==> src/sv/psf_pkg.sv <==
// Shared types, constants and the arctangent constants for the structure factor unit.
// No dependencies.
package psf_pkg;

	localparam int PHASE_BITS_DEF = 10;
	localparam int MAX_SIDE_DEF   = 256;
	localparam int CORDIC_STEPS   = 16;
	localparam int DIV_W          = 64;   // shared divider dividend width
	localparam int DVS_W          = 18;   // shared divider divisor width
	localparam int NUM_W          = 26;   // phase numerator and projection width
	localparam int MUL_W          = 33;   // shared multiplier operand width
	localparam int AMP_W          = 48;
	localparam int TOT_W          = 64;
	localparam int XY_W           = 34;   // CORDIC vector width
	localparam int Z_W            = 33;   // CORDIC angle width

	localparam logic signed [XY_W-1:0] CORDIC_GAIN = XY_W'(652032874);
	localparam logic signed [AMP_W:0]  AMP_LIMIT   = (AMP_W+1)'(48'h7FFF_FFFF_FFFF);
	localparam logic [TOT_W-1:0]       TOTAL_LIMIT = 64'h7FFF_FFFF_FFFF_FFFF;

	// configuration register indexes
	localparam logic CFG_SIDE  = 1'b0;
	localparam logic CFG_TRANS = 1'b1;

	typedef enum logic [4:0] {
		S_IDLE, S_HX2, S_HY2, S_NX, S_NY, S_PA, S_PB, S_PC, S_DIV, S_COR,
		S_MC, S_MS, S_AI, S_CL, S_RE, S_IM, S_MAG, S_QDIV, S_FIN
	} state_t;

	// atan(2^-i) in turns scaled by 2^32
	function automatic logic [31:0] atan_turn(input logic [3:0] i);
		logic [31:0] v;
		case (i)
			4'd0:    v = 32'd536870912;
			4'd1:    v = 32'd316933406;
			4'd2:    v = 32'd167458907;
			4'd3:    v = 32'd85004756;
			4'd4:    v = 32'd42667330;
			4'd5:    v = 32'd21354465;
			4'd6:    v = 32'd10679839;
			4'd7:    v = 32'd5340245;
			4'd8:    v = 32'd2670163;
			4'd9:    v = 32'd1335087;
			4'd10:   v = 32'd667544;
			4'd11:   v = 32'd333772;
			4'd12:   v = 32'd166886;
			4'd13:   v = 32'd83443;
			4'd14:   v = 32'd41722;
			default: v = 32'd20861;
		endcase
		return v;
	endfunction

endpackage

==> src/sv/psf_div.sv <==
// Restoring unsigned divider, one quotient bit per cycle, shared for phase and close.
// Depends on psf_pkg.
module psf_div import psf_pkg::*; (
	input  logic             clk,
	input  logic             arst_n,
	input  logic             start,
	input  logic [DIV_W-1:0] dividend,
	input  logic [DVS_W-1:0] divisor,
	output logic             done,
	output logic [DIV_W-1:0] quotient
);
	localparam int CNT_W = $clog2(DIV_W);

	logic [DIV_W-1:0] dvd_q;
	logic [DVS_W-1:0] dvs_q;
	logic [DVS_W-1:0] rem_q;
	logic [CNT_W-1:0] cnt_q;
	logic             run_q;
	logic             done_q;
	logic [DVS_W:0]   rem_sh;
	logic             qbit;
	logic [DVS_W:0]   rem_sub;

	// one trial subtraction per cycle
	assign rem_sh  = {rem_q, dvd_q[DIV_W-1]};
	assign rem_sub = rem_sh - {1'b0, dvs_q};
	assign qbit    = (rem_sh >= {1'b0, dvs_q});

	always_ff @(posedge clk or negedge arst_n) begin
		if (!arst_n) begin
			run_q  <= 1'b0;
			done_q <= 1'b0;
			cnt_q  <= '0;
		end else begin
			done_q <= 1'b0;
			if (start) begin
				run_q <= 1'b1;
				cnt_q <= '0;
			end else if (run_q) begin
				cnt_q <= cnt_q + 1'b1;
				if (cnt_q == CNT_W'(DIV_W - 1)) begin
					run_q  <= 1'b0;
					done_q <= 1'b1;
				end
			end
		end
	end

	// payload: quotient bits shift in as dividend bits shift out
	always_ff @(posedge clk) begin
		if (start) begin
			dvd_q <= dividend;
			dvs_q <= divisor;
			rem_q <= '0;
		end else if (run_q) begin
			dvd_q <= {dvd_q[DIV_W-2:0], qbit};
			rem_q <= qbit ? rem_sub[DVS_W-1:0] : rem_sh[DVS_W-1:0];
		end
	end

	assign done     = done_q;
	assign quotient = dvd_q;
endmodule

==> config.mk <==
export PLATFORM = sky130hd
export DESIGN_NAME = psf_div
export DESIGN_NICKNAME = d
export VERILOG_FILES = /design/src/sv/psf_pkg.sv /design/src/sv/psf_div.sv
export SDC_FILE = /design/constraint.sdc
export NUM_CORES = 1
export LEC_CHECK = 0
export ABC_AREA = 1
export BUFFER_PORTS_ARGS = -buffer_cell sky130_fd_sc_hd__buf_4
export CORE_ASPECT_RATIO = 1.4
export CORE_MARGIN = 4
export CORE_UTILIZATION = 35
export CTS_BUF_LIST = sky130_fd_sc_hd__clkbuf_2 sky130_fd_sc_hd__clkbuf_4 sky130_fd_sc_hd__clkbuf_8
export CTS_CLUSTER_DIAMETER = 200
export DETAILED_ROUTE_END_ITERATION = 8
export PLACE_DENSITY_LB_ADDON = 0.08
export SLEW_MARGIN = 20
export SYNTH_ARGS = -nofsm -noshare
export SYNTH_HDL_FRONTEND = slang
export SYNTH_SLANG_ARGS = --single-unit
==> constraint.sdc <==
create_clock -name clk -period 3.04 [get_ports clk]
set_input_delay 0.304 -clock clk [delete_from_list [all_inputs] [get_ports clk]]
set_output_delay 0.304 -clock clk [all_outputs]
set_load 0.005 [all_outputs]
==> results.toml, run 1 <==
[grt]
grt.busiest_layer = "met2"
grt_first_pass_wirelength_um = 24780
grt_max_degree = 61
grt_usage_pct = 16.87
grt_use_met3_pct = 3.726
grt_overflow = 0
gr-usage-met2_pct = 30.86
antenna_found_initial = 0
grt_pass1_vias = 5164
met1_usage_pct = 18.77

[sta]
max_slew_margin_pct = 54.70
period_minus_slack_ns = 2.281
clock.fmax_mhz = 438.3
whs_ns = 0.07812
min_period_over_period_pct = 75.05
finalClockSkew_ns = 0.01402
worst_pin_slew_ns = 0.6796
hold_viol = 0
setup_viol = 0
drv_slew = 0
fin_tns_setup_ns = 0
rsz0062_at_grt = "no"
fin_ws_ns = 0.7586

[detailed_routing]
vias = 4911
drt-wirelength-per-cell_um = 14.48
postRouteAntennaNets = 0
remaining_drc_errors = 0
first_pass_iters = 5
first_iter_violations = 170
drt_wl_total_um = 15220
avgViaCountPerCell = 4.673

[worst_setup_path]
cp.arrival_ns = 2.57
worstRegToRegCells = 10
crit_path_max_incr_delay_ns = 0.47
crit_fanout = 13
cp-endpoint = "rem_q[8]$_SDFFE_PP0P_"
critPathLaunchType = "flop"
critical-path-slowest-cell = "a21oi_2"
rrSetupSlack_ns = 0.76
end_kind = "flop"
worst-setup-path-type = "reg2reg"
crit_path_start = "dvs_q[3]$_DFFE_PP_"
required_ns = 3.33
reg2reg_to = "rem_q[8]$_SDFFE_PP0P_"
crit_chain = "inv_1, ha_1, nand2_1, nor2_1, and3_1, a21oi_2, buf_4, nand3_1, nand3_1, o21ai_1"
critical_path.most_common_cell = "nand3_1"
reg2reg_from = "dvs_q[3]$_DFFE_PP_"

[power_and_ir_drop]
powerDensity_nw_per_um2 = 665.9
p_leak_nw = 3.747
max-vdd-ir-drop_mv = 0.4089

[placement]
pre_cts_ws_ns = 0.7581
hpwlAfterDp_um = 11530
routabilityCongestion = 0.8620
numPortBuffers = 149

[die]
core_sq_um = 16170
die_y_um = 159.6
pin_count = 150
rows = 55
die-area_sq_um = 18560
die_x_um = 116.3
initial_core_util_pct = 35.53

[min_path]
min-delay-path-class = "in2reg"
hold_depth = 1

[run]
maxCapViolCount = 0

[yosys]
synth_edf_count = 82
syn_nets = 802
ys_types = 35
ys.flop_type = "edfxtp_1"
synth_warnings = 0
syn_area_sq_um = 5746
async_flop_share_pct = 7.407
yosysSeqAreaShare_pct = 52.61
synth-seq-cells = 108
avgSynthCellArea_sq_um = 8.243
syn_inst = 697

[final_layout]
n_antenna_cell = 0
nets = 952
layout-drive-gt1-share_pct = 23.83
postLayoutCoreUtil_pct = 45.29
area_growth_syn_to_layout_pct = 27.48

[clock_network]
clockBufferDepth = 2
cts_tree = "done"
clkTransAtPathRegs_ns = 0.11
clock-root-buffer = "clkbuf_8"
cts_buffers = 9
cts_setup_buffers = 0
htreeDepth = 3
clock_sinks = 108
insertion_delay_ns = 0.40

[status]
status = "finished, final reports clean"
through the flow:
step | total power (W) | instance area, sq um | cells
6_report | 0.004877 | 7325 | 1051
5_1_grt | 0.005283 | 7325 | 1051
4_1_cts | 0.004943 | 7325 | 1051
3_5_place_dp | 0.004054 | 7127 | 1034
3_3_place_gp | 0.004045 | 7127 | 1034
2_1_floorplan | 0.003480 | 5746 | 697
critical path, delay by kind of cell, from the launching register on:
kind | cells | cell delay, ns
buffers and inverters | 2 | 0.37
adders and majority gates | 1 | 0.38
AOI/OAI and AO/OA | 2 | 0.53
and+or+nand+nor | 5 | 0.56
DFF | 1 | 0.34
layout make-up:
class / count / area (sq um)
multi-input combinational: 489 / 2307
sequential: 108 / 3023
clock buffer: 10 / 131.4
fill: 1664 / 8847
inverter: 77 / 289.0
clock inverter: 6 / 56.30
timing repair buffer: 162 / 1269
tap: 199 / 249.0
kinds of logic after synthesis:
kind of cell	share of synthesized area, %
adders and majority gates	4.486
xor gates and xnor gates	1.067
and+or+nand+nor	30.99
buffers and inverters	7.230
AOI/OAI and AO/OA	3.615
DFF	52.61
power breakdown:
group	switching, W	total [W]	internal (W)
clock	0.000552	0.000877	0.000325
sequential	0.000135	0.00196	0.00182
combinational	0.00121	0.00204	0.000836
sequential cells by signal (all words and copies together), names as in the netlist:
register  cells
run_q         1
quotient     64
cnt_q         6
rem_q        18
dvs_q        18
done          1
layout by cell type, fill, tap and decap left out, types with 11 or more instances in the layout:
master / n
inv_1: 73
edfxtp_1: 82
a21oi_1: 11
nand2_1: 322
nand3_1: 38
dfxtp_1: 18
nor2_1: 33
o21ai_0: 12
ha_1: 19
buf_4: 157
nand3b_1: 13
worst min path at each step:
stage / end / from / slack [ns]
6_report: dvs_q[11]$_DFFE_PP_ / divisor[11] / 0.08
4_1_cts: dvs_q[11]$_DFFE_PP_ / divisor[11] / 0.06
2_1_floorplan: cnt_q[0]$_DFFE_PN0P_ / arst_n / 0.008
3_5_place_dp: cnt_q[1]$_DFFE_PN0P_ / arst_n / 0.13
5_1_grt: dvs_q[0]$_DFFE_PP_ / divisor[0] / 0.06
3_3_place_gp: done$_DFF_PN0_ / arst_n / 0.13
repair_timing:
action / CTS / global route
hold buffers: 1 / 0
hold endpoints to repair: 8 / 0
resized for setup: 0 / 0
Yosys cell counts, types with 2 or more instances:
cell	count	share of area, %
nand2_1	322	21
edfxtp_1	82	43
inv_1	74	4.8
nand3_1	38	3.3
nor2_1	33	2.2
ha_1	19	4.1
dfxtp_1	18	6.3
clkbuf_1	16	1.0
nand3b_1	13	1.7
o21ai_0	12	1.0
a21oi_1	11	0.96
nand2_2	9	0.98
dfrtp_1	8	3.5
xnor2_1	5	0.76
o21ai_1	4	0.35
a21oi_2	3	0.46
buf_6	3	0.59
inv_2	3	0.20
nand2_4	3	0.59
nand3_2	3	0.52
buf_2	2	0.17
nor2_2	2	0.22
xor2_1	2	0.30
per-layer routing:
metal  share of wire, %  vias to the layer above
li1                   -                     2504
met1                 39                     2284
met2                 54                      108
met3                5.5                       15
met4                1.7                        0
met5                  0                        -
Power figures use the tool's default switching activity.
==> run 2, diff against run 1 <==
- clock period: 3.04 -> 2.1 ns (I/O delays scaled with it)
==> run 2 against run 1 <==
Effect of this change: routed wire length rose by 1.2%; via count is 1.4% higher; largest cell class unchanged; final cell count up 2.6%; utilization is 2.8 points higher; non-clock buffer count grew 27; worst setup slack worse by 0.63 ns; sequential cell count unchanged; die area unchanged; count of clock-buffer cells in the layout shrank 1; cell area rose by 6.1%.
==> results.toml, run 2 (synthesis gave the netlist of run 1 again) <==
[final_layout]
area_growth_syn_to_layout_pct = 35.26
n_antenna_cell = 0
final_cell_mix = "320 x nand2_1, 165 x buf_4, 82 x edfxtp_1"
nets = 979
layout_commonest_cell = "nand2_1"
postLayoutCoreUtil_pct = 48.05
largest_register_ffs = 64
layout-drive-gt1-share_pct = 26.73

[worst_setup_path]
critPathLaunchType = "flop"
rrSetupSlack_ns = 0.13
end_kind = "flop"
crit_fanout = 3
worst-setup-path-type = "reg2reg"
cp.arrival_ns = 2.26
required_ns = 2.40

[detailed_routing]
drt-wirelength-per-cell_um = 14.29
first_pass_iters = 4
remaining_drc_errors = 0
postRouteAntennaNets = 0
avgViaCountPerCell = 4.618
drt_wl_total_um = 15400
first_iter_violations = 178
vias = 4978

[sta]
max_slew_margin_pct = 68.83
drv_slew = 0
setup_viol = 0
min_period_over_period_pct = 93.68
hold_viol = 0
fin_ws_ns = 0.1327
fin_tns_setup_ns = 0
rsz0062_at_grt = "yes"
whs_ns = 0.07723
finalClockSkew_ns = 0.007771
period_minus_slack_ns = 1.967
worst_pin_slew_ns = 0.4675
clock.fmax_mhz = 508.3

[status]
status = "finished, final reports clean"

[power_and_ir_drop]
power_frac_comb_pct = 45.9
powerDensity_nw_per_um2 = 987.3
max-vdd-ir-drop_mv = 0.5448
pwr-share-seq_pct = 37.2
p_leak_nw = 3.871
fin_total_pwr_w = 0.007673
clockPowerShare_pct = 16.9
swShare_pct = 38.67
intPower_w = 0.004705
power.switching_w = 0.002967

[clock_network]
clock_sinks = 108
clockBufferDepth = 2
clock-root-buffer = "clkbuf_8"
cts_buffers = 9
cts_tree = "done"
clkTransAtPathRegs_ns = 0.12
htreeDepth = 3
insertion_delay_ns = 0.39

[grt]
grt_first_pass_wirelength_um = 24650
grt_pass1_vias = 5146
grt_overflow = 0
grt_max_degree = 53
grt_usage_pct = 16.75
antenna_found_initial = 0

[placement]
numPortBuffers = 149
routabilityCongestion = 0.8437
pre_cts_ws_ns = -0.007874
hpwlAfterDp_um = 11250

[run]
maxCapViolCount = 0

[min_path]
min-delay-path-class = "in2reg"

[die]
die-area_sq_um = 18560
die_y_um = 159.6
pin_count = 150
initial_core_util_pct = 35.53
rows = 55
die_x_um = 116.3
core_sq_um = 16170
[run 2: cell types whose count changed in the layout (fill, tap and decap cells not counted), moves of 3 or more]
cell / before / now
buf_4: 157 / 165
dlygate4sd3_1: 1 / 19
ha_1: 19 / 9
ha_4: 0 / 8
inv_1: 73 / 70
nor2_1: 33 / 30
[run 2: area by class of cell]
class,count,area [sq um]
Sequential cell,108,3023
Inverter,77,291.5
Tap cell,199,249.0
Clock inverter,7,68.82
Fill cell,1596,8401
Clock buffer,9,123.9
Timing Repair Buffer,189,1534
Multi-Input combinational cell,489,2481
[run 2: worst max-delay path, stage by stage (launching register included)]
cell,delay (ns)
edfxtp_1,0.42
inv_2,0.09
ha_4,0.14
inv_4,0.04
fa_2,0.40
inv_2,0.06
nor2_2,0.04
o21ai_2,0.13
nand2_2,0.11
nand2_1,0.10
nand3b_1,0.08
nand2_1,0.08
nand2_1,0.05
nand3_1,0.06
nand2_1,0.05
[run 2: worst paths after layout]
check / cells past startpoint / startpoint / to
max in group asynchronous: 2 / arst_n / run_q$_DFF_PN0_
min in group asynchronous: 2 / arst_n / cnt_q[4]$_DFFE_PN0P_
max: 14 / quotient[63]$_DFFE_PP_ / rem_q[12]$_SDFFE_PP0P_
max reg2reg: 14 / quotient[63]$_DFFE_PP_ / rem_q[12]$_SDFFE_PP0P_
min: 3 / dividend[40] / quotient[40]$_DFFE_PP_
min reg2reg: 2 / rem_q[13]$_SDFFE_PP0P_ / rem_q[13]$_SDFFE_PP0P_
[run 2: through the flow]
| stage | instance area (sq um) | instances |
|---|---|---|
| finish | 7771 | 1078 |
| floorplan | 5747 | 697 |
| global route | 7771 | 1078 |
| global placement | 7129 | 1036 |
| CTS | 7516 | 1071 |
| detailed placement | 7129 | 1036 |
[run 2: power by group through the flow]
stage | registers [W] | logic [W] | clock network [W]
finish | 0.00285 | 0.00352 | 0.00130
global route | 0.00289 | 0.00397 | 0.00143
CTS | 0.00283 | 0.00314 | 0.00135
detailed placement | 0.00287 | 0.00309 | 0
global placement | 0.00286 | 0.00307 | 0
floorplan | 0.00284 | 0.00220 | 0
[run 2: what timing repair did]
| item | in CTS | in global routing |
|---|---|---|
| endpoints found under the hold margin | 26 | 0 |
| buffers inserted | 0 | 6 |
| setup endpoints to repair | 2 | 18 |
| pin swaps | 0 | 11 |
| hold buffers | 19 | 0 |
| gates resized for setup | 1 | 35 |
| gates cloned | 0 | 1 |
[run 2: metal layers]
layer / wire length [um] / part of all wire [%] / up-vias / track usage (%)
met4: 376 / 2.4 / 0 / 6.807
li1: - / - / 2559 / -
met3: 797 / 5.2 / 25 / 3.992
met1: 6045 / 39 / 2278 / 18.57
met2: 8181 / 53 / 116 / 30.00
met5: 0 / 0 / - / 0
