File: src/sv/psf_pkg.sv
// Shared types, constants and the arctangent constants for the structure factor unit.
// No dependencies.
package psf_pkg;

	localparam int PHASE_BITS_DEF = 10;
	localparam int MAX_SIDE_DEF   = 256;
	localparam int CORDIC_STEPS   = 16;
	localparam int DIV_W          = 64;   // shared divider dividend width
	localparam int DVS_W          = 18;   // shared divider divisor width
	localparam int NUM_W          = 26;   // phase numerator and projection width
	localparam int MUL_W          = 33;   // shared multiplier operand width
	localparam int AMP_W          = 48;
	localparam int TOT_W          = 64;
	localparam int XY_W           = 34;   // CORDIC vector width
	localparam int Z_W            = 33;   // CORDIC angle width

	localparam logic signed [XY_W-1:0] CORDIC_GAIN = XY_W'(652032874);
	localparam logic signed [AMP_W:0]  AMP_LIMIT   = (AMP_W+1)'(48'h7FFF_FFFF_FFFF);
	localparam logic [TOT_W-1:0]       TOTAL_LIMIT = 64'h7FFF_FFFF_FFFF_FFFF;

	// configuration register indexes
	localparam logic CFG_SIDE  = 1'b0;
	localparam logic CFG_TRANS = 1'b1;

	typedef enum logic [4:0] {
		S_IDLE, S_HX2, S_HY2, S_NX, S_NY, S_PA, S_PB, S_PC, S_DIV, S_COR,
		S_MC, S_MS, S_AI, S_CL, S_RE, S_IM, S_MAG, S_QDIV, S_FIN
	} state_t;

	// atan(2^-i) in turns scaled by 2^32
	function automatic logic [31:0] atan_turn(input logic [3:0] i);
		logic [31:0] v;
		case (i)
			4'd0:    v = 32'd536870912;
			4'd1:    v = 32'd316933406;
			4'd2:    v = 32'd167458907;
			4'd3:    v = 32'd85004756;
			4'd4:    v = 32'd42667330;
			4'd5:    v = 32'd21354465;
			4'd6:    v = 32'd10679839;
			4'd7:    v = 32'd5340245;
			4'd8:    v = 32'd2670163;
			4'd9:    v = 32'd1335087;
			4'd10:   v = 32'd667544;
			4'd11:   v = 32'd333772;
			4'd12:   v = 32'd166886;
			4'd13:   v = 32'd83443;
			4'd14:   v = 32'd41722;
			default: v = 32'd20861;
		endcase
		return v;
	endfunction

endpackage

File: src/sv/psf_cordic.sv
// Iterative CORDIC giving Q1.15 cos and sin of a phase index, one rotation per cycle.
// Depends on psf_pkg.
module psf_cordic import psf_pkg::*; #(
	parameter int PHASE_BITS = PHASE_BITS_DEF
) (
	input  logic                  clk,
	input  logic                  arst_n,
	input  logic                  start,
	input  logic [PHASE_BITS-1:0] idx,
	output logic                  done,
	output logic signed [15:0]    cos_v,
	output logic signed [15:0]    sin_v
);
	logic signed [XY_W-1:0] x_q, y_q;
	logic signed [Z_W-1:0]  z_q;
	logic [1:0]             quad_q;
	logic [3:0]             step_q;
	logic                   run_q, done_q;
	logic [31:0]            ang;
	logic signed [XY_W-1:0] xs, ys;
	logic signed [Z_W-1:0]  at;
	logic signed [XY_W-1:0] xr, yr;
	logic signed [18:0]     xq19, yq19;
	logic signed [16:0]     cq, sq, cm, sm;

	assign ang = {idx, (32 - PHASE_BITS)'(0)};
	assign xs  = x_q >>> step_q;
	assign ys  = y_q >>> step_q;
	assign at  = Z_W'(atan_turn(step_q));

	always_ff @(posedge clk or negedge arst_n) begin
		if (!arst_n) begin
			run_q  <= 1'b0;
			done_q <= 1'b0;
			step_q <= '0;
		end else begin
			done_q <= 1'b0;
			if (start) begin
				run_q  <= 1'b1;
				step_q <= '0;
			end else if (run_q) begin
				step_q <= step_q + 1'b1;
				if (step_q == 4'(CORDIC_STEPS - 1)) begin
					run_q  <= 1'b0;
					done_q <= 1'b1;
				end
			end
		end
	end

	// rotation registers
	always_ff @(posedge clk) begin
		if (start) begin
			x_q    <= CORDIC_GAIN;
			y_q    <= '0;
			z_q    <= Z_W'(ang[29:0]);
			quad_q <= ang[31:30];
		end else if (run_q) begin
			if (z_q >= 0) begin
				x_q <= x_q - ys;
				y_q <= y_q + xs;
				z_q <= z_q - at;
			end else begin
				x_q <= x_q + ys;
				y_q <= y_q - xs;
				z_q <= z_q + at;
			end
		end
	end

	// round half up to Q1.15, clamp, fold into the quadrant
	always_comb begin
		xr   = x_q + XY_W'(16384);
		yr   = y_q + XY_W'(16384);
		xq19 = 19'(xr >>> 15);
		yq19 = 19'(yr >>> 15);
		cq   = (xq19 > 19'sd32767) ? 17'sd32767 :
		       (xq19 < -19'sd32768) ? -17'sd32768 : 17'(xq19);
		sq   = (yq19 > 19'sd32767) ? 17'sd32767 :
		       (yq19 < -19'sd32768) ? -17'sd32768 : 17'(yq19);
		case (quad_q)
			2'd0:    begin cm = cq;  sm = sq;  end
			2'd1:    begin cm = -sq; sm = cq;  end
			2'd2:    begin cm = -cq; sm = -sq; end
			default: begin cm = sq;  sm = -cq; end
		endcase
		cos_v = (cm > 17'sd32767) ? 16'sd32767 : 16'(cm);
		sin_v = (sm > 17'sd32767) ? 16'sd32767 : 16'(sm);
	end

	assign done = done_q;
endmodule

File: config.mk
export PLATFORM = sky130hd
export DESIGN_NAME = psf_cordic
export DESIGN_NICKNAME = d
export VERILOG_FILES = /design/src/sv/psf_pkg.sv /design/src/sv/psf_cordic.sv
export SDC_FILE = /design/constraint.sdc
export NUM_CORES = 1
export LEC_CHECK = 0
export BUFFER_PORTS_ARGS = -buffer_cell sky130_fd_sc_hd__buf_2
export CAP_MARGIN = 20
export CORE_MARGIN = 8
export CORE_UTILIZATION = 55
export DETAILED_ROUTE_END_ITERATION = 10
export GPL_ROUTABILITY_DRIVEN = 1
export PLACE_DENSITY = 0.7
export REMOVE_ABC_BUFFERS = 1
export SYNTH_ARGS = -nofsm -noshare
export SYNTH_HDL_FRONTEND = slang
export SYNTH_SLANG_ARGS = --single-unit
File: constraint.sdc
create_clock -name clk -period 17.9 [get_ports clk]
set_clock_uncertainty 0.1 [all_clocks]
set_input_delay 1.79 -clock clk [delete_from_list [all_inputs] [get_ports clk]]
set_output_delay 1.79 -clock clk [all_outputs]
set_load 0.02 [all_outputs]
==> summary.txt, run 1 <==
Status
  – Status: finished, final reports clean

Run
  – Max cap viols: 0

Logic synthesis
  – Count leader, synth: nor2_1
  – Main area contributors after synthesis: mux4_2, dfxtp_1, ha_1
  – Biggest area consumer among synthesized cells: mux4_2
  – Main synth FF type: dfxtp_1
  – #FFs+latches synth: 109
  – Ys Warns: 0
  – Top-area cell type share of the netlist area: 10.56%
  – Most frequent cells after synthesis: nor2_1, nand2_1, a21oi_1
  – Register area share after synthesis: 12.32%
  – Cell variety after synth: 100
  – Syn_area_per_cell: ~7.7 um2
  – Count of flip-flops with a built-in enable after synthesis: 10
  – Mapped Cells: about 2,400
  – Ys async rst share: under 10%
  – Post-synthesis cell area: around 19,000 um2

Finish
  – Register area: ~2300 um2
  – Multi-input logic area: about 15,000 um2
  – Fin area: approximately 19,000 um2
  – Ratio of cells with drive above 1 in the final layout: a little under an eighth
  – Area growth from synthesis to layout: 2.747%
  – Fin nets: 2,471
  – Fill cells: about 3,200
  – Number of cells in the finished layout apart from fillers: 2,799

GRT
  – Vias in the first global route: between 15,000 and 20,000
  – Initial antenna violation count: 2
  – Grt ovf: 0
  – Wire length of the first global-routing pass: just under 100,000 um
  – GR Util All Layers: roughly 29%
  – Largest net degree at the start of global routing: 85

Placement
  – DP Cell Count: between 2,000 and 3,000
  – DPL Wire Length: 43,760 um
  – Final Wtd Congestion: roughly 0.96
  – Port bufs: 45
  – Area after DPL: between 15,000 and 20,000 um2

Detailed routing
  – Total number of vias: around 19,000
  – Initial DRC Count: 2,010
  – DR WL/cell: 21.58 um
  – 1st-pass router iterations: 6
  – Post-DR vias/cell: about 6.7
  – Post-DRT Antenna Nets: 0
  – DRT Wirelength: slightly above 60,000 um
  – DRC Markers: 0

Clock tree
  – Post-cts hold buffer count: 0
  – Clk sink count: 109
  – CTS H-Tree Depth: 3
  – CTS root buffer: clkbuf_16
  – Post_cts resized: 0
  – Clock Path Buffers: 2
  – CTS tree: built
  – Worst-path clk slew: roughly 90 ps
  – # Post-CTS Setup Buffers: 0
  – CTS buffer count: 9
  – Clk Latency, worst-skew pair: just under 400 ps

Critical path
  – Worst endpoint data arrival time: ~5700 ps
  – CP endpoint kind: output pin
  – FF-to-FF setup slack: 10,420 ps
  – Slowest stage delay, CP: slightly above 800 ps
  – Worst-path maximum fanout: 16
  – CP max stage cell: dfxtp_1
  – Crit path max-delay family: simple AND/OR/NAND/NOR gates
  – CP Launch Type: flip-flop
  – Critical Path, Cell by Cell: nand2_1 -> nor4_1 -> and4_1 -> a21oi_1 -> and3_1 -> o21ai_0 -> ha_1 -> o311a_1 -> a41oi_1 -> a221oi_1 -> o211ai_1 -> buf_4 -> o2111ai_1 -> buf_2
  – Required time of the worst setup path: ~16,000 ps
  – CP Class: reg -> out
  – Number of buffers and inverters on the critical path: 2

STA
  – Worst Tran Pin Value: roughly 1100 ps
  – Crit path time final: roughly 7600 ps
  – Slew margin rel.: between 20% and 30%
  – Hold Vio Cnt, Final: 0
  – Fmax: 0.1318 GHz
  – # setup viols final: 0
  – Final slew viol count: 0
  – Setup TNS: 0 ps
  – Tcrit/Tclk final: 42.37%
  – Unrepaired setup endpoints after global routing: no

Floorplan
  – Core area: approximately 34,000 um2
  – I/O pins: 46
  – Row count: 67
  – Width of the die: 200.7 um
  – Die area: ~40,000 um2
  – Die height: around 200 um
  – Initial Util: between 50 and 60%

Hold path
  – Worst min path class: reg -> reg
==> stage by stage <==
stage | worst slack [ps] | util, % | hold WS, ps
floorplan | 8056 | - | 331.5
global placement | 10590 | 56.65 | 343.1
detailed placement | 10440 | 56.65 | 356.4
CTS | 10360 | 57.50 | 375.5
global route | 9835 | 57.50 | 399.5
finish | 10320 | 57.50 | 371.0
==> cells by family after synthesis <==
logic type | after synthesis | synth area share, %
AO/OA/AOI/OAI | 740 | 25.63
flip-flops | 109 | 12.32
AND/OR/NAND/NOR | 794 | 20.31
buffers and inverters | 246 | 5.514
adder cells (fa/ha/maj) | 113 | 7.654
multiplexers | 227 | 18.49
XOR/XNOR | 216 | 10.08
==> path summary, 6_finish.rpt <==
check	startpoint	endpoint	depth (start not counted)
max	x_q[23]$_SDFFE_PP1P_	sin_v[5]	14
min	z_q[7]$_SDFFE_PP0P_	z_q[7]$_SDFFE_PP0P_	2
max reg2reg	step_q[0]$_DFFE_PN0P_	y_q[33]$_SDFFE_PP0P_	21
min reg2reg	z_q[7]$_SDFFE_PP0P_	z_q[7]$_SDFFE_PP0P_	2
max in group asynchronous	arst_n	step_q[0]$_DFFE_PN0P_	1
min in group asynchronous	arst_n	done$_DFF_PN0_	1
==> cell type report <==
cell class                      count  share of cell area [%]
Antenna cell                        1                 0.01298
Clock buffer                       11                   1.259
Clock inverter                      5                  0.2141
Inverter                           62                   1.207
Multi-Input combinational cell   2090                   80.03
Sequential cell                   109                   12.10
Tap cell                          448                   2.907
Timing Repair Buffer               73                   2.271
==> routing by layer <==
metal  global-route usage [%]  vias to the layer above  share of wire, %
li1                         -                     8914                 -
met1                    37.38                     8962                43
met2                    46.68                      840                45
met3                    4.163                      158               7.4
met4                    12.90                        2               4.3
met5                        0                        -             0.022
==> registers in the layout, summed over array words and instances, names as in the netlist <==
signal  count
quad_q      2
z_q        33
done        1
run_q       1
step_q      4
y_q        34
x_q        34
==> worst register-to-register path: cells and delay by family (launching register included) <==
kind	cells	cell delay [ps]
and+or+nand+nor	7	1900
AOI/OAI and AO/OA	7	1600
xor gates and xnor gates	1	170
adders and majority gates	1	410
DFF	1	600
buffers and inverters	2	1400
muxes	3	1190
==> cell usage in the layout, fill, tap and decap left out, types with 30 or more instances in the layout <==
cell and count:
o21ai_0 161, ha_1 110, a211oi_1 36, nand4_1 31, xnor2_1 124, nand3_1 61, dfxtp_1 92, inv_1 56
mux2i_1 85, nand2b_1 30, nor2_1 236, mux2_2 40, nand2_1 216, o31ai_1 32, a21o_1 55, mux4_2 88
a21oi_1 176, nor3_1 56, buf_2 44, a31oi_1 37, xor2_1 92
Power of run 1 is not shown: default switching activity piles up to over one toggle a cycle in this logic, so the estimate is an artifact.
==> run 2: changes to the inputs <==
==> constraint.sdc (replaced) <==
create_clock -name clk -period 7.2 [get_ports clk]
set_clock_uncertainty 0.1 [all_clocks]
set_input_delay 0.72 -clock clk [delete_from_list [all_inputs] [get_ports clk]]
set_output_delay 0.72 -clock clk [all_outputs]
set_load 0.02 [all_outputs]
==> run 2 against run 1 <==
Via count up 1.8%; worst setup slack worse by 9800 ps; final area up 1.2%; hold slack worse by 340 ps; sequential share of layout area down 0.14 points; die area unchanged; sequential cell count unchanged; first-iteration DRC count up 1.7%; critical path type is now reg -> reg.
==> summary.txt, run 2 (synthesized netlist as in run 1, its figures left out) <==
Status
  – Status: finished, final reports clean

Placement
  – Final Wtd Congestion: roughly 0.96
  – Port bufs: 45
  – Place WS: about 650 ps
  – DP Cell Count: about 2,800
  – DPL Wire Length: 44,480 um

Detailed routing
  – Post-DR vias/cell: 6.799
  – Post-DRT Antenna Nets: 0
  – DR WL/cell: approximately 22 um
  – DRC Markers: 0
  – 1st-pass router iterations: 8
  – DRT Wirelength: ~60,000 um
  – Total number of vias: approximately 19,000
  – Initial DRC Count: a little over 2,000

STA
  – Crit path time final: about 6700 ps
  – Worst Hold Slack: 29.51 ps
  – Setup slack after layout: around 470 ps
  – # setup viols final: 0
  – Unrepaired setup endpoints after global routing: no
  – Hold Vio Cnt, Final: 0
  – Slew margin rel.: around 36%
  – Final slew viol count: 0
  – Tcrit/Tclk final: 93.42%
  – Fmax: around 0.15 GHz
  – Worst Tran Pin Value: around 960 ps
  – Setup TNS: 0 ps

Clock tree
  – CTS buffer count: 9
  – Clock Path Buffers: 2
  – Clk Latency, worst-skew pair: approximately 400 ps
  – Post_cts resized: 0
  – CTS root buffer: clkbuf_16
  – # Post-CTS Setup Buffers: 0
  – Worst-path clk slew: 90 ps
  – Clk sink count: around 110
  – Post-cts hold buffer count: 0
  – CTS tree: built
  – CTS H-Tree Depth: 3

Finish
  – Antenna cells: 0
  – Commonest non-fill, non-tap cell in the layout: nor2_1
  – Area growth from synthesis to layout: 3.967%
  – Ratio of cells with drive above 1 in the final layout: about an eighth
  – Fin nets: 2,499
  – Number of cells in the finished layout apart from fillers: approximately 2,800
  – Commonest cells after routing, fill and taps aside: nor2_1, nand2_1, a21oi_1, o21ai_0, xnor2_1
  – Top Registers: x_q: 34 flops, y_q: 34 flops, z_q: 33 flops

Hold path
  – Worst min path class: in -> async

GRT
  – Largest net degree at the start of global routing: between 80 and 90
  – Wire length of the first global-routing pass: 97,610 um
  – GR Util All Layers: 29.17%
  – Vias in the first global route: around 18,000
  – Initial antenna violation count: 0
  – Grt ovf: 0

Critical path
  – Crit path max-delay family: simple AND/OR/NAND/NOR gates
  – CP Launch Type: flip-flop
  – CP Class: reg -> reg
  – Worst-path maximum fanout: 41
  – CP endpoint kind: flip-flop
  – Number of buffers and inverters on the critical path: 1
  – Worst endpoint data arrival time: about 6900 ps
  – Required time of the worst setup path: between 7000 and 8000 ps
  – CP max stage cell: dfrtp_4
  – Critical Path, Cell by Cell: inv_2 -> ha_1 -> nor2_1 -> nand3b_1 -> o21ai_1 -> or2_2 -> nor4b_1 -> nand3_1 -> or3_1 -> o31a_1 -> xor2_1 -> ha_1 -> nand2_1 -> or2_2 -> nand3b_1 -> a31o_2 -> o21a_1 -> o31ai_1 -> o41ai_1 -> or3_1 -> a211oi_1
  – Slowest stage delay, CP: around 860 ps

Floorplan
  – Core area: approximately 34,000 um2
  – Width of the die: roughly 200 um
  – Die height: about 200 um
  – I/O pins: 46
  – Initial Util: roughly 56%
  – Die area: approximately 40,000 um2
  – Row count: 67

Run
  – Max cap viols: 0
[run 2: path summary, 6_finish.rpt]
check / cells past startpoint / endpoint / slack, ps / start
setup / recovery: 21 / z_q[31]$_SDFFE_PP0P_ / 470 / step_q[0]$_DFFE_PN0P_
min in group clk: 2 / z_q[30]$_SDFFE_PP0P_ / 370 / z_q[30]$_SDFFE_PP0P_
hold reg to reg: 2 / z_q[30]$_SDFFE_PP0P_ / 370 / z_q[30]$_SDFFE_PP0P_
hold / removal: 1 / step_q[0]$_DFFE_PN0P_ / 30 / arst_n
max in group asynchronous: 1 / run_q$_DFF_PN0_ / 6800 / arst_n
setup reg to reg: 21 / z_q[31]$_SDFFE_PP0P_ / 470 / step_q[0]$_DFFE_PN0P_
[run 2: layout make-up]
class	count	area [um2]
multi-input cells	2090	15430
fillers	3128	14020
flip-flops and latches	109	2332
repair buffers	101	660.6
well taps	448	560.5
inverters	62	232.7
clock buffers	9	225.2
clock inverters	7	70.07
[run 2: per-layer routing]
metal / global-route usage, % / share of wire, % / wire length (um) / up-vias
met2: 47.64 / 45 / 27770 / 956
met4: 13.69 / 4.6 / 2813 / 0
met5: 0 / 0 / 0 / -
met1: 37.55 / 42 / 25730 / 9110
li1: - / - / - / 8959
met3: 4.260 / 7.9 / 4813 / 190
[run 2: per-stage QoR]
step,cell area (um2),util [%]
after floorplan,17960,-
after global routing,19510,58.19
after detailed placement,19220,57.31
after global placement,19220,57.31
after CTS,19510,58.19
final,19510,58.19
Power of run 2 is left out for the same reason.
